--- src/design/mpf_top.sv ---
`default_nettype none
`default_nettype wire

--- src/design/mpf_pkg.sv ---
// Shared types and constants for the publish packet framer.
// Used by every module of the block; depends on nothing.
`default_nettype none
package mpf_pkg;

    localparam int C_QUEUE_DEPTH = 4;
    localparam int C_MAX_BYTES   = 6;

    localparam logic [1:0] ST_BYTE    = 2'd0;
    localparam logic [1:0] ST_TOO_BIG = 2'd1;
    localparam logic [1:0] ST_STRAY   = 2'd2;

    localparam logic [7:0] C_PUBLISH_HDR = 8'h30;
    localparam logic [0:0] MODE_START    = 1'b0;

    typedef struct packed {
        logic        mode;
        logic [15:0] topic_length;
        logic [15:0] payload_length;
        logic [7:0]  data_byte;
    } t_in_word;

    typedef struct packed {
        logic [7:0] out_byte;
        logic [1:0] status;
        logic       last;
        logic       packet_end;
    } t_out_word;

    // One classified item: the bytes it expands into and how to mark them.
    typedef struct packed {
        logic [2:0]                    count;
        logic [C_MAX_BYTES-1:0][7:0]   bytes;
        logic [1:0]                    status;
        logic                          pend;
    } t_cmd;

endpackage
`default_nettype wire

--- src/design/mqtt_publish_framer.sv ---
// A result word reaches the output through the command queue and the output register after its input word is accepted.
// Throughput: one body word per cycle while results are popped; a start word
// yields 4 to 6 header words, one per cycle, into the single output register.
// A rejected or stray word yields one error word.
// Reset is synchronous and active low: queues empty, no packet open, limit 65535.
// Top level of the publish framer; instantiates mpf_front, mpf_cmdq and mpf_back.
`default_nettype none
module mqtt_publish_framer import mpf_pkg::*; #(
    parameter int QUEUE_DEPTH = C_QUEUE_DEPTH
) (
    input  wire logic        i_clk,
    input  wire logic        i_rst_n,
    input  wire logic        push,
    output logic             full,
    input  wire t_in_word    i_in,
    output logic             empty,
    input  wire logic        pop,
    output t_out_word        o_out,
    input  wire logic        i_cfg_we,
    input  wire logic [15:0] i_cfg_wdata
);

    logic accept;
    t_cmd front_cmd;
    t_cmd head_cmd;
    logic q_empty;
    logic q_pop;

    assign accept = push && !full;

    mpf_front u_front (
        .i_clk       (i_clk),
        .i_rst_n     (i_rst_n),
        .i_cfg_we    (i_cfg_we),
        .i_cfg_wdata (i_cfg_wdata),
        .i_accept    (accept),
        .i_in        (i_in),
        .o_cmd       (front_cmd)
    );

    mpf_cmdq #(
        .DEPTH (QUEUE_DEPTH)
    ) u_cmdq (
        .i_clk   (i_clk),
        .i_rst_n (i_rst_n),
        .i_push  (accept),
        .i_data  (front_cmd),
        .o_full  (full),
        .i_pop   (q_pop),
        .o_data  (head_cmd),
        .o_empty (q_empty)
    );

    mpf_back u_back (
        .i_clk       (i_clk),
        .i_rst_n     (i_rst_n),
        .i_cmd       (head_cmd),
        .i_cmd_empty (q_empty),
        .o_cmd_pop   (q_pop),
        .o_out       (o_out),
        .o_empty     (empty),
        .i_pop       (pop)
    );

endmodule
`default_nettype wire

--- src/design/mpf_front.sv ---
// Front end of the framer: holds the size limit and packet state, classifies
// each accepted word and builds the command for the back end. Uses mpf_pkg.
`default_nettype none
module mpf_front import mpf_pkg::*; (
    input  wire logic        i_clk,
    input  wire logic        i_rst_n,
    input  wire logic        i_cfg_we,
    input  wire logic [15:0] i_cfg_wdata,
    input  wire logic        i_accept,
    input  wire t_in_word    i_in,
    output t_cmd             o_cmd
);

    logic [15:0] r_limit;
    logic [16:0] r_left, n_left;
    logic        r_open, n_open;

    logic [16:0] body;
    logic [17:0] remaining;
    logic [1:0]  nv;
    logic [7:0]  vb0, vb1, vb2;
    logic [18:0] total;
    logic        too_big;
    logic        empty_body;
    logic        stray;

    always_comb begin
        body       = {1'b0, i_in.topic_length} + {1'b0, i_in.payload_length};
        remaining  = 18'd2 + {1'b0, body};
        empty_body = (body == 17'd0);
        vb0 = {(remaining[17:7] != 11'd0), remaining[6:0]};
        vb1 = {(remaining[17:14] != 4'd0), remaining[13:7]};
        vb2 = {4'd0, remaining[17:14]};
        if (remaining[17:14] != 4'd0) begin
            nv = 2'd3;
        end else if (remaining[17:7] != 11'd0) begin
            nv = 2'd2;
        end else begin
            nv = 2'd1;
        end
        total   = 19'd1 + {17'd0, nv} + {1'b0, remaining};
        too_big = total > {3'd0, r_limit};
        stray   = !r_open || (r_left == 17'd0);
    end

    always_comb begin
        o_cmd        = '0;
        o_cmd.count  = 3'd1;
        o_cmd.status = ST_BYTE;
        n_left       = r_left;
        n_open       = r_open;
        if (i_in.mode == MODE_START) begin
            n_left = 17'd0;
            n_open = 1'b0;
            if (too_big) begin
                o_cmd.status = ST_TOO_BIG;
            end else begin
                o_cmd.bytes[0] = C_PUBLISH_HDR;
                o_cmd.bytes[1] = vb0;
                o_cmd.pend     = empty_body;
                unique case (nv)
                    2'd2: begin
                        o_cmd.bytes[2] = vb1;
                        o_cmd.bytes[3] = i_in.topic_length[15:8];
                        o_cmd.bytes[4] = i_in.topic_length[7:0];
                        o_cmd.count    = 3'd5;
                    end
                    2'd3: begin
                        o_cmd.bytes[2] = vb1;
                        o_cmd.bytes[3] = vb2;
                        o_cmd.bytes[4] = i_in.topic_length[15:8];
                        o_cmd.bytes[5] = i_in.topic_length[7:0];
                        o_cmd.count    = 3'd6;
                    end
                    default: begin
                        o_cmd.bytes[2] = i_in.topic_length[15:8];
                        o_cmd.bytes[3] = i_in.topic_length[7:0];
                        o_cmd.count    = 3'd4;
                    end
                endcase
                if (!empty_body) begin
                    n_left = body;
                    n_open = 1'b1;
                end
            end
        end else if (stray) begin
            o_cmd.status = ST_STRAY;
        end else begin
            o_cmd.bytes[0] = i_in.data_byte;
            n_left         = r_left - 17'd1;
            if (r_left == 17'd1) begin
                n_open     = 1'b0;
                o_cmd.pend = 1'b1;
            end
        end
    end

    always_ff @(posedge i_clk) begin
        if (!i_rst_n) begin
            r_limit <= 16'hFFFF;
            r_left  <= 17'd0;
            r_open  <= 1'b0;
        end else begin
            if (i_cfg_we) begin
                r_limit <= i_cfg_wdata;
            end
            if (i_accept) begin
                r_left <= n_left;
                r_open <= n_open;
            end
        end
    end

endmodule
`default_nettype wire

--- src/design/mpf_cmdq.sv ---
// Short command queue between the front and back ends, head shown directly.
// Uses mpf_pkg for the command type.
`default_nettype none
module mpf_cmdq import mpf_pkg::*; #(
    parameter int DEPTH = C_QUEUE_DEPTH
) (
    input  wire logic i_clk,
    input  wire logic i_rst_n,
    input  wire logic i_push,
    input  wire t_cmd i_data,
    output logic      o_full,
    input  wire logic i_pop,
    output t_cmd      o_data,
    output logic      o_empty
);

    localparam int PW = (DEPTH > 1) ? $clog2(DEPTH) : 1;
    localparam int CW = $clog2(DEPTH + 1);
    localparam logic [PW-1:0] LAST_PTR = PW'(DEPTH - 1);

    t_cmd          r_mem [DEPTH];
    logic [PW-1:0] r_wptr, r_rptr;
    logic [CW-1:0] r_count;
    logic          do_push, do_pop;

    assign o_full  = (r_count == CW'(DEPTH));
    assign o_empty = (r_count == '0);
    assign o_data  = r_mem[r_rptr];
    assign do_push = i_push && !o_full;
    assign do_pop  = i_pop && !o_empty;

    always_ff @(posedge i_clk) begin
        if (do_push) begin
            r_mem[r_wptr] <= i_data;
        end
    end

    always_ff @(posedge i_clk) begin
        if (!i_rst_n) begin
            r_wptr  <= '0;
            r_rptr  <= '0;
            r_count <= '0;
        end else begin
            if (do_push) begin
                r_wptr <= (r_wptr == LAST_PTR) ? '0 : r_wptr + 1'b1;
            end
            if (do_pop) begin
                r_rptr <= (r_rptr == LAST_PTR) ? '0 : r_rptr + 1'b1;
            end
            unique case ({do_push, do_pop})
                2'b10:   r_count <= r_count + 1'b1;
                2'b01:   r_count <= r_count - 1'b1;
                default: r_count <= r_count;
            endcase
        end
    end

endmodule
`default_nettype wire

--- src/design/mpf_back.sv ---
// Back end of the framer: steps through the bytes of the queue head and
// loads them into the output register, one per cycle while it is free. Uses mpf_pkg.
`default_nettype none
module mpf_back import mpf_pkg::*; (
    input  wire logic i_clk,
    input  wire logic i_rst_n,
    input  wire t_cmd i_cmd,
    input  wire logic i_cmd_empty,
    output logic      o_cmd_pop,
    output t_out_word o_out,
    output logic      o_empty,
    input  wire logic i_pop
);

    logic [2:0] r_idx;
    logic       r_ovalid;
    t_out_word  r_out;
    logic       emit;
    logic       final_byte;

    assign emit       = !i_cmd_empty && (!r_ovalid || i_pop);
    assign final_byte = (r_idx == i_cmd.count - 3'd1);
    assign o_cmd_pop  = emit && final_byte;
    assign o_out      = r_out;
    assign o_empty    = !r_ovalid;

    always_ff @(posedge i_clk) begin
        if (emit) begin
            r_out.out_byte   <= i_cmd.bytes[r_idx];
            r_out.status     <= i_cmd.status;
            r_out.last       <= final_byte;
            r_out.packet_end <= final_byte && i_cmd.pend;
        end
    end

    always_ff @(posedge i_clk) begin
        if (!i_rst_n) begin
            r_idx    <= 3'd0;
            r_ovalid <= 1'b0;
        end else begin
            if (emit) begin
                r_idx    <= final_byte ? 3'd0 : r_idx + 3'd1;
                r_ovalid <= 1'b1;
            end else if (i_pop) begin
                r_ovalid <= 1'b0;
            end
        end
    end

    a_idx_in_range: assert property (@(posedge i_clk) disable iff (!i_rst_n)
        !i_cmd_empty |-> (r_idx < i_cmd.count))
        else $error("byte index beyond command length");

    a_idx_idle: assert property (@(posedge i_clk) disable iff (!i_rst_n)
        i_cmd_empty |-> (r_idx == 3'd0))
        else $error("byte index moved without a command");

    a_error_single: assert property (@(posedge i_clk) disable iff (!i_rst_n)
        (r_ovalid && r_out.status != ST_BYTE) |-> (r_out.last && !r_out.packet_end))
        else $error("error result not a single closing word");

    a_held: assert property (@(posedge i_clk) disable iff (!i_rst_n)
        (r_ovalid && !i_pop) |=> (r_ovalid && $stable(r_out)))
        else $error("waiting result changed before it was taken");

endmodule
`default_nettype wire

--- config.mk ---
export PLATFORM = sky130hd
export DESIGN_NAME = mqtt_publish_framer
export DESIGN_NICKNAME = d
export VERILOG_FILES = /design/src/design/mpf_top.sv /design/src/design/mpf_pkg.sv /design/src/design/mqtt_publish_framer.sv /design/src/design/mpf_front.sv /design/src/design/mpf_cmdq.sv /design/src/design/mpf_back.sv
export SDC_FILE = /design/constraint.sdc
export NUM_CORES = 1
export LEC_CHECK = 0
export BUFFER_PORTS_ARGS = -buffer_cell sky130_fd_sc_hd__buf_2
export CAP_MARGIN = 20
export CORE_UTILIZATION = 45
export CTS_CLUSTER_DIAMETER = 200
export CTS_CLUSTER_SIZE = 30
export DETAILED_ROUTE_END_ITERATION = 6
export SKIP_LAST_GASP = 1
export SYNTH_ARGS = -nofsm -noshare
export SYNTH_HDL_FRONTEND = slang
export SYNTH_SLANG_ARGS = --single-unit
--- constraint.sdc ---
create_clock -name i_clk -period 8.05 [get_ports i_clk]
set_input_delay 1.2075 -clock i_clk [delete_from_list [all_inputs] [get_ports i_clk]]
set_output_delay 1.2075 -clock i_clk [all_outputs]
set_load 0.01 [all_outputs]
After elaboration in Yosys (flattened, before gate mapping)
Memory sizes are Yosys's and may differ from the RTL's. A register that Yosys moved wholly into a read port is not among the register bits.
Index checks and enable logic that the tools add are counted.
{"block": "word_totals", "regBits": 57, "ramBits": 216, "input_bits": 62, "output_inout_bits": 14, "word_cells": 94, "mem_count": 1}
{"memory": "u_cmdq.r_mem", "depth": 4, "word_bits": 54, "read_ports": 1, "rd_ports_with_merged_regs": 1, "wr": 1, "line_no": "mpf_cmdq.sv:21", "source": "t_cmd r_mem [DEPTH];"}
{"block": "classes", "addsub": 11, "n_lt_le_gt_ge": 2, "eq_ne": 11, "mux": 36, "reduce_logical": 21}
{"operator": "two-way mux 17 bit", "n": 4}
{"operator": "two-way mux 51 bit", "n": 1}
{"operator": "two-way mux 43 bit", "n": 1}
{"operator": "logical NOT 17 bit", "n": 2}
{"operator": "case mux 16 bit (2 select lines)", "n": 1}
{"operator": "binary-select mux 8 bit (select 3 bit)", "n": 1}
{"operator": "two-way mux 8 bit", "n": 3}
{"operator": "adder 19 x 18 -> 19 bit", "n": 1}
{"operator": "greater-than comparator 19 x 16 -> 1 bit", "n": 1}
{"operator": "adder 2 x 17 -> 18 bit, first input constant", "n": 1}
{"operator": "adder 16 x 16 -> 17 bit", "n": 1}
{"operator": "equality test 17 x 1 -> 1 bit, second input constant", "n": 1}
{"operator": "subtractor 17 x 1 -> 17 bit, second input constant", "n": 1}
{"operator": "case mux 8 bit (2 select lines)", "n": 1}
{"operator": "two-way mux 2 bit", "n": 7}
{"operator": "two-way mux 1 bit", "n": 13}
{"operator": "two-way mux 11 bit", "n": 1}
{"operator": "nonzero test 11 bit", "n": 1}
{"operator": "equality test 2 bit, second input constant", "n": 5}
{"operator": "adder 3 x 1 -> 3 bit, second input constant", "n": 2}
{"operator": "logical AND 1 bit", "n": 6}
{"operator": "case mux 3 bit (2 select lines)", "n": 1}
{"operator": "subtractor 3 x 1 -> 3 bit, second input constant", "n": 2}
{"operator": "adder 2 x 1 -> 2 bit, second input constant", "n": 2}
{"operator": "other kinds (16)", "n": 21}

Longest topological paths before layout
Gate-level depths: netlist (run 1).
{"block": "logic_depth", "word_depth": 10, "ltp_mapped": 35, "ltp_nobuf": 31}

By module
A second synthesis (run 1) with hierarchy kept.
{"block": "hier_totals", "hier_cells": 1082, "hier_area_um2": 14126.0}
{"mod": "mpf_cmdq", "instances": 1, "cells_per_inst": 338, "area_per_inst_um2": 8353.0, "seq_area_each_um2": 6666.4}
{"mod": "mpf_front", "instances": 1, "cells_per_inst": 664, "area_per_inst_um2": 4755.8, "seq_area_each_um2": 680.7}
{"mod": "mpf_back", "instances": 1, "cells_per_inst": 79, "area_per_inst_um2": 1003.5, "seq_area_each_um2": 440.4}
{"mod": "mqtt_publish_framer", "instances": 1, "cells_per_inst": 1, "area_per_inst_um2": 13.8, "seq_area_each_um2": 0.0}

Worst setup path before layout (run 1)
Ideal clock, no wire load.
{"block": "synth_timing", "path_kind": "input to register", "from": "input port i_in[8] (netlist bit)", "to": "memory u_cmdq.r_mem[0][51] (netlist bit), data pin", "setup_time_ps": 269, "arrival_ps": 7186, "t_required_ps": 7781, "setup_slack_ps": 595, "path_stages": 32, "n_path_buf": 3, "cell_sequence": "ha_1 -> inv_1 -> fa_1 -> and2b_1 -> o22ai_2 -> xnor2_2 -> and3_1 -> clkbuf_1 -> nand2_1 -> nor3_1 -> xnor2_1 -> nand4_1 -> and2_1 -> clkbuf_1 -> ha_1 -> fa_1 -> a21oi_1 -> a21oi_1 -> and3_1 -> o211a_1 -> xnor2_1 -> ha_1 -> a21oi_1 -> nor2b_1 -> o21ai_0 -> nand2b_1 -> a221oi_1 -> o21bai_1 -> nor2_1 -> nand2_2 -> buf_4 -> or2_1"}
{"item": "from (decl)", "line_no": "mqtt_publish_framer.sv:15", "source": "input wire t_in_word i_in,"}
{"item": "to (decl)", "line_no": "mpf_cmdq.sv:21"}

==> results of run 1 <==
## cell usage after synthesis (all sizes together) (5+ instances only)
cell | instances | area (µm²)
xor2 | 18 | 165
nand2b | 13 | 81.3
and3 | 16 | 100
inv | 53 | 199
buf | 15 | 86.3
nor2 | 48 | 180
ha | 46 | 576
mux2i | 14 | 156
mux4 | 62 | 1400
nor3 | 36 | 185
a21oi | 49 | 268
nor2b | 12 | 75.1
a22oi | 6 | 45.0
nand4 | 11 | 68.8
a31oi | 6 | 43.8
or2 | 6 | 37.5
a21boi | 15 | 113
a21o | 7 | 52.6
dfxtp | 47 | 941
a211oi | 5 | 47.5
xnor2 | 31 | 298
o31ai | 6 | 45.0
nor3b | 9 | 67.6
nand3 | 28 | 145
or3 | 7 | 48.8
clkbuf | 38 | 144
and2 | 17 | 106
o211ai | 18 | 135
nand2 | 69 | 262
o21ai | 59 | 295
o21a | 6 | 45.0
o22ai | 9 | 62.6
edfxtp | 228 | 6850
## registers in the layout, indices dropped and copies added (netlist names), 2 cells and up, named ones only
signal           cells
u_cmdq.r_mem       216
u_back.r_idx         3
u_cmdq.r_wptr        2
u_cmdq.r_rptr        2
u_back.o_out        12
u_front.r_left      17
u_front.r_limit     16
u_cmdq.r_count       3
## final timing paths
check	depth (start not counted)	slack, ns	endpoint
worst max register to register	14	3.74	u_cmdq.r_count[2]$_SDFFE_PN0P_
worst min register to register	2	0.50	u_front.r_limit[7]$_SDFFE_PN1P_
worst min-delay path	2	0.50	u_front.r_limit[7]$_SDFFE_PN1P_
worst max-delay path	32	0.30	u_cmdq.r_mem[1][47]$_DFFE_PP_
## power breakdown
group	internal, W	total [W]	switching, W
sequential	0.00174	0.00181	0.0000731
clock	0.000317	0.000763	0.000445
combinational	0.000502	0.00119	0.000687
total	0.00256	0.00376	0.00121
## through the flow
step | worst slack (ns) | hold slack, ns | instance area (µm²)
after global placement | 0.0805 | 0.477 | 14800
after floorplan | 0.595 | 0.448 | 13800
final | 0.300 | 0.502 | 15300
after CTS | 0.410 | 0.511 | 15200
after detailed placement | -0.0696 | 0.490 | 14800
after global routing | -0.116 | 0.523 | 15300
## kinds of logic (layout without fill, tap and decap cells)
| group | count (synthesis) | in the layout | synth area share, % |
|---|---|---|---|
| adders and majority gates | 49 | 49 | 4.60 |
| AOI/OAI and AO/OA | 209 | 209 | 10.1 |
| buffers and inverters | 106 | 199 | 3.11 |
| xor gates and xnor gates | 50 | 50 | 3.51 |
| and+or+nand+nor | 292 | 292 | 11.0 |
| DFF | 275 | 275 | 56.4 |
| muxes | 77 | 77 | 11.3 |
## what timing repair did
action                                  4_1_cts  5_1_grt
gates resized for setup                       0        6
setup buffers                                 0        1
endpoints found under the setup margin        0       51
## final cells by class
class / instances / area share, %
clock buffer: 20 / 2.30
clock inverter: 2 / 0.254
multi-input combinational: 677 / 36.9
tap: 390 / 3.20
sequential: 275 / 51.1
inverter: 53 / 1.30
timing repair buffer: 124 / 4.95
## worst max-delay path, delay by kind of cell
family	cells	cell delay, ns
AOI/OAI and AO/OA	10	1.77
xor gates and xnor gates	1	0.20
adders and majority gates	4	1.10
buffers and inverters	4	0.55
and+or+nand+nor	13	3.14
## layer usage
layer	share of wire (%)	wire (µm)	up-vias
met4	2.2	730	0
met5	0	0	-
met1	44	15000	4466
met3	5.0	1700	54
li1	-	-	4183
met2	48	16300	268
==> flow_metrics.py, run 1 <==
metrics = {
    "layout": {
        "synthToLayoutAreaGrowth_pct": 10.5,
        "final_cells": 1541,
        "final_common_cell": "edfxtp_1",
        "final_cell_mix": "228 x edfxtp_1, 75 x buf_2, 68 x nand2_1",
        "antennaDiodeCount": 0,
        "multi_input_area_um2": 5640,
        "nFillCells": 2685,
        "seq_area_um2": 7790,
        "final_net_count": 1255,
        "drive_gt1_share_pct": 21.1,
        "utilization_pct": 50.9,
    },
    "timing": {
        "max_freq_mhz": 129,
        "worst_clock_skew_ns": 0.0538,
        "rsz0062_at_grt": "yes",
        "finalSetupViolCount": 0,
        "finalWorstPathRequiredPeriod_ns": 7.75,
        "slew_viol_final": 0,
        "slew_headroom_pct": 41.2,
        "tightest_slew_ns": 0.883,
        "setup-tns-final_ns": 0,
        "timing.final.crit_share_pct": 96.3,
        "final-hold-violation-count": 0,
    },
    "min_path": {
        "worstHoldStart": "u_front.r_limit[7]$_SDFFE_PN1P_",
        "hp-class": "reg2reg",
    },
    "power_and_ir_drop": {
        "leakagePower_nw": 5.50,
        "total_power_w": 0.00376,
        "max-vdd-ir-drop_v": 0.000156,
        "power_density_nw_per_um2": 247,
    },
    "placed_design": {
        "place.gp.congestion": 0.910,
        "portBuffers": 75,
        "placed_cells": 1518,
        "hpwl_um": 23700,
    },
    "grt": {
        "gr-usage-met1_pct": 30.3,
        "grt_antenna_before_repair": 0,
        "overflow": 0,
        "use_met3_pct": 2.53,
        "first_global_vias": 8838,
        "grt_max_degree": 55,
        "grtUsageMet2_pct": 36.2,
        "grt_first_pass_wirelength_um": 51600,
        "track_usage_pct": 21.8,
        "busiest_layer": "met2",
    },
    "routing": {
        "drtPass1Iterations": 5,
        "avgViaCountPerCell": 5.82,
        "vias": 8971,
        "wl_per_cell_um": 21.9,
        "final_antenna_net_count": 0,
        "drcViolationCount": 0,
        "wirelength_um": 33700,
        "drt-initial-drc-count": 691,
    },
    "worst_setup_path": {
        "cp_common_cell": "ha_1",
        "path_class": "in2reg",
        "crit_path_start": "i_in[24]",
        "slowest_delay_ns": 0.42,
        "cp_data_required_time_ns": 8.31,
        "crit_fanout": 42,
        "slowest_stage": "nor3b_1",
        "worst_ep_arrival_time_ns": 8.01,
        "cp-start-kind": "input pin",
        "cp-end-kind": "register",
    },
    "logic_synthesis": {
        "netlist_instances": 1058,
        "synth_nets": 1169,
        "yosysUniqueCellTypes": 81,
        "syn_area_um2": 13800,
        "synth_edf_count": 228,
        "synthArstFlopShare_pct": 0,
        "yosys_warnings": 0,
        "synth.yosys.seq_area_share_pct": 56.4,
        "ys_ff_latch": 275,
        "syn-mean-instance-area_um2": 13.1,
        "yosys_most_used_dff": "edfxtp_1",
    },
    "clock_network": {
        "htreeDepth": 1,
        "cts.clk_slew.worst_paths_ns": 0.12,
        "holdBufCountCts": 0,
        "cts-root-buf": "clkbuf_16",
        "clock-sinks": 275,
        "clkLatencyLatePin_ns": 0.51,
        "cts.path.max_buffers": 3,
        "cts_tree": "done",
        "cts_buffers": 13,
    },
    "die": {
        "io_pins": 76,
        "fp-row-count": 63,
        "die_y_um": 177,
        "core-area_um2": 30000,
        "die-area_um2": 31400,
        "die_w_um": 177,
        "initial_utilization_pct": 46.1,
    },
    "job": {
        "maxCapViolCount": 0,
    },
    "run_status": {
        "status": "completed",
    },
}
Power figures use the tool's default switching activity.
==> run 2, diff against run 1 <==
- SETUP_SLACK_MARGIN: default -> 0.5
==> flow_metrics.py, run 2 (synthesized netlist as in run 1, its figures left out) <==
metrics = {
    "power_and_ir_drop": {
        "p_switching_w": 0.00124,
        "intPower_w": 0.00258,
        "seqPwrFrac_pct": 47.5,
        "p_clk_share_pct": 20.0,
        "max-vdd-ir-drop_v": 0.000158,
        "netSwitchingFraction_pct": 32.4,
        "power_density_nw_per_um2": 245,
        "leakagePower_nw": 5.59,
        "pwr-share-comb_pct": 32.5,
    },
    "routing": {
        "wl_per_cell_um": 22.1,
        "drt-initial-drc-count": 785,
        "vias": 9043,
        "final_antenna_net_count": 0,
        "wl_met2_um": 16600,
        "top_layer_used": "met4",
        "drcViolationCount": 0,
        "wl_met1_um": 15100,
        "avgViaCountPerCell": 5.85,
        "dr_wl_met3_um": 1780,
        "wirelength_um": 34300,
        "drtPass1Iterations": 7,
    },
    "layout": {
        "largest_reg_flops": 216,
        "final_common_cell": "edfxtp_1",
        "reg.largest.list": "u_cmdq.r_mem (216), u_front.r_left (17), u_front.r_limit (16)",
        "final_cell_mix": "228 x edfxtp_1, 75 x buf_2, 68 x nand2_1",
        "synthToLayoutAreaGrowth_pct": 12.8,
        "seq_area_um2": 7790,
        "final_net_count": 1261,
        "drive_gt1_share_pct": 25.0,
        "top_register": "u_cmdq.r_mem",
        "nFillCells": 2647,
        "multi_input_area_um2": 5870,
        "antennaDiodeCount": 0,
    },
    "timing": {
        "timing.final.crit_share_pct": 90.4,
        "worst_clock_skew_ns": 0.0549,
        "rsz0062_at_grt": "no",
        "tightest_slew_ns": 0.875,
        "slew_viol_final": 0,
        "hold_ws_ns": 0.503,
        "finalWorstPathRequiredPeriod_ns": 7.28,
        "final-hold-violation-count": 0,
        "slew_headroom_pct": 41.7,
        "max_freq_mhz": 137,
        "finalSetupViolCount": 0,
        "timing.final.ws_setup_ns": 0.774,
    },
    "worst_setup_path": {
        "crit_fanout": 21,
        "slowest_delay_ns": 0.40,
        "cp-start-kind": "input pin",
        "cp_common_cell": "nor2_2",
        "reg2reg_slack_ns": 3.75,
        "cp_data_required_time_ns": 8.37,
        "slowest_stage": "or3_4",
        "cp-end-kind": "register",
        "reg2regPathDepth": 14,
        "path_class": "in2reg",
        "worst_ep_arrival_time_ns": 7.59,
        "cp_top_family": "simple AND/OR/NAND/NOR gates",
        "cp.buffers_inverters": 4,
        "reg2reg_to": "u_cmdq.r_count[2]$_SDFFE_PN0P_",
    },
    "placed_design": {
        "place.gp.congestion": 0.910,
        "hpwl_um": 23700,
        "pre_cts_slack_ns": -0.0696,
        "portBuffers": 75,
    },
    "clock_network": {
        "cts_buffers": 13,
        "cts_tree": "done",
        "htreeDepth": 1,
        "clkLatencyLatePin_ns": 0.51,
        "cts.clk_slew.worst_paths_ns": 0.12,
        "cts.path.max_buffers": 3,
        "cts-root-buf": "clkbuf_16",
        "clock-sinks": 275,
    },
    "die": {
        "io_pins": 76,
        "die-area_um2": 31400,
        "initial_utilization_pct": 46.1,
        "fp-row-count": 63,
        "die_y_um": 177,
        "die_w_um": 177,
        "core-area_um2": 30000,
    },
    "grt": {
        "first_global_vias": 8852,
        "overflow": 0,
        "track_usage_pct": 21.8,
        "grt_first_pass_wirelength_um": 51600,
        "grt_max_degree": 55,
        "grt_antenna_before_repair": 0,
    },
    "min_path": {
        "worstHoldStart": "u_front.r_limit[7]$_SDFFE_PN1P_",
        "hold_path_end": "u_front.r_limit[7]$_SDFFE_PN1P_",
        "hold_path_depth": 2,
        "hp-class": "reg2reg",
    },
    "run_status": {
        "status": "completed",
    },
    "job": {
        "maxCapViolCount": 0,
    },
}
[run 2: repair_timing]
item | in CTS | in global routing
gates cloned | 0 | 2
pin swaps | 0 | 5
buffers inserted | 2 | 3
resized for setup | 8 | 55
hold buffers | 0 | 0
setup endpoints to repair | 45 | 193
[run 2: how the worst max path moves through the flow]
stage / cells after the start / from / to
after floorplan: 32 / i_in[8] / u_cmdq.r_mem[0][51]$_DFFE_PP_
after global placement: 32 / i_in[24] / u_cmdq.r_mem[1][30]$_DFFE_PP_
after detailed placement: 32 / i_in[24] / u_cmdq.r_mem[0][43]$_DFFE_PP_
after CTS: 32 / i_in[24] / u_cmdq.r_mem[1][49]$_DFFE_PP_
after global routing: 32 / i_in[24] / u_front.r_left[9]$_SDFFE_PN0P_
final: 31 / i_in[24] / u_cmdq.r_mem[1][52]$_DFFE_PP_
[run 2: worst min-delay path, cell delays in order, from the launching register on]
cell and delay [ns]:
dfxtp_1 0.32, inv_1 0.07, o211ai_1 0.08
[run 2: per-layer routing]
| layer | vias to the layer above | track usage [%] |
|---|---|---|
| met3 | 50 | 2.43 |
| met4 | 0 | 5.46 |
| met5 | - | 0 |
| li1 | 4207 | - |
| met2 | 296 | 36.3 |
| met1 | 4490 | 30.4 |
[run 2: power groups by stage]
| stage | Clock [W] | Combinational [W] | Sequential, W |
|---|---|---|---|
| global placement | 0 | 0.00119 | 0.00184 |
| floorplan | 0 | 0.000807 | 0.00183 |
| detailed placement | 0 | 0.00119 | 0.00185 |
| finish | 0.000762 | 0.00124 | 0.00181 |
| global route | 0.000828 | 0.00135 | 0.00183 |
| CTS | 0.000783 | 0.00120 | 0.00182 |
[run 2: through the flow]
stage	cell area (µm²)	total power, W	TNS (ns)	cells	util [%]
after floorplan	13800	0.00263	0	1058	-
after global placement	14800	0.00303	0	1517	49.5
after detailed placement	14800	0.00304	-1.80	1518	49.5
after CTS	15300	0.00380	0	1542	51.0
after global routing	15600	0.00401	0	1547	52.0
final	15600	0.00382	0	1547	52.0
[run 2: final cells by class]
| cell class | count | area share (%) |
|---|---|---|
| inverter | 53 | 1.28 |
| timing repair buffer | 130 | 5.43 |
| multi-input combinational | 677 | 37.7 |
| clock buffer | 20 | 2.26 |
| tap | 390 | 3.13 |
| clock inverter | 2 | 0.249 |
| sequential | 275 | 50.0 |
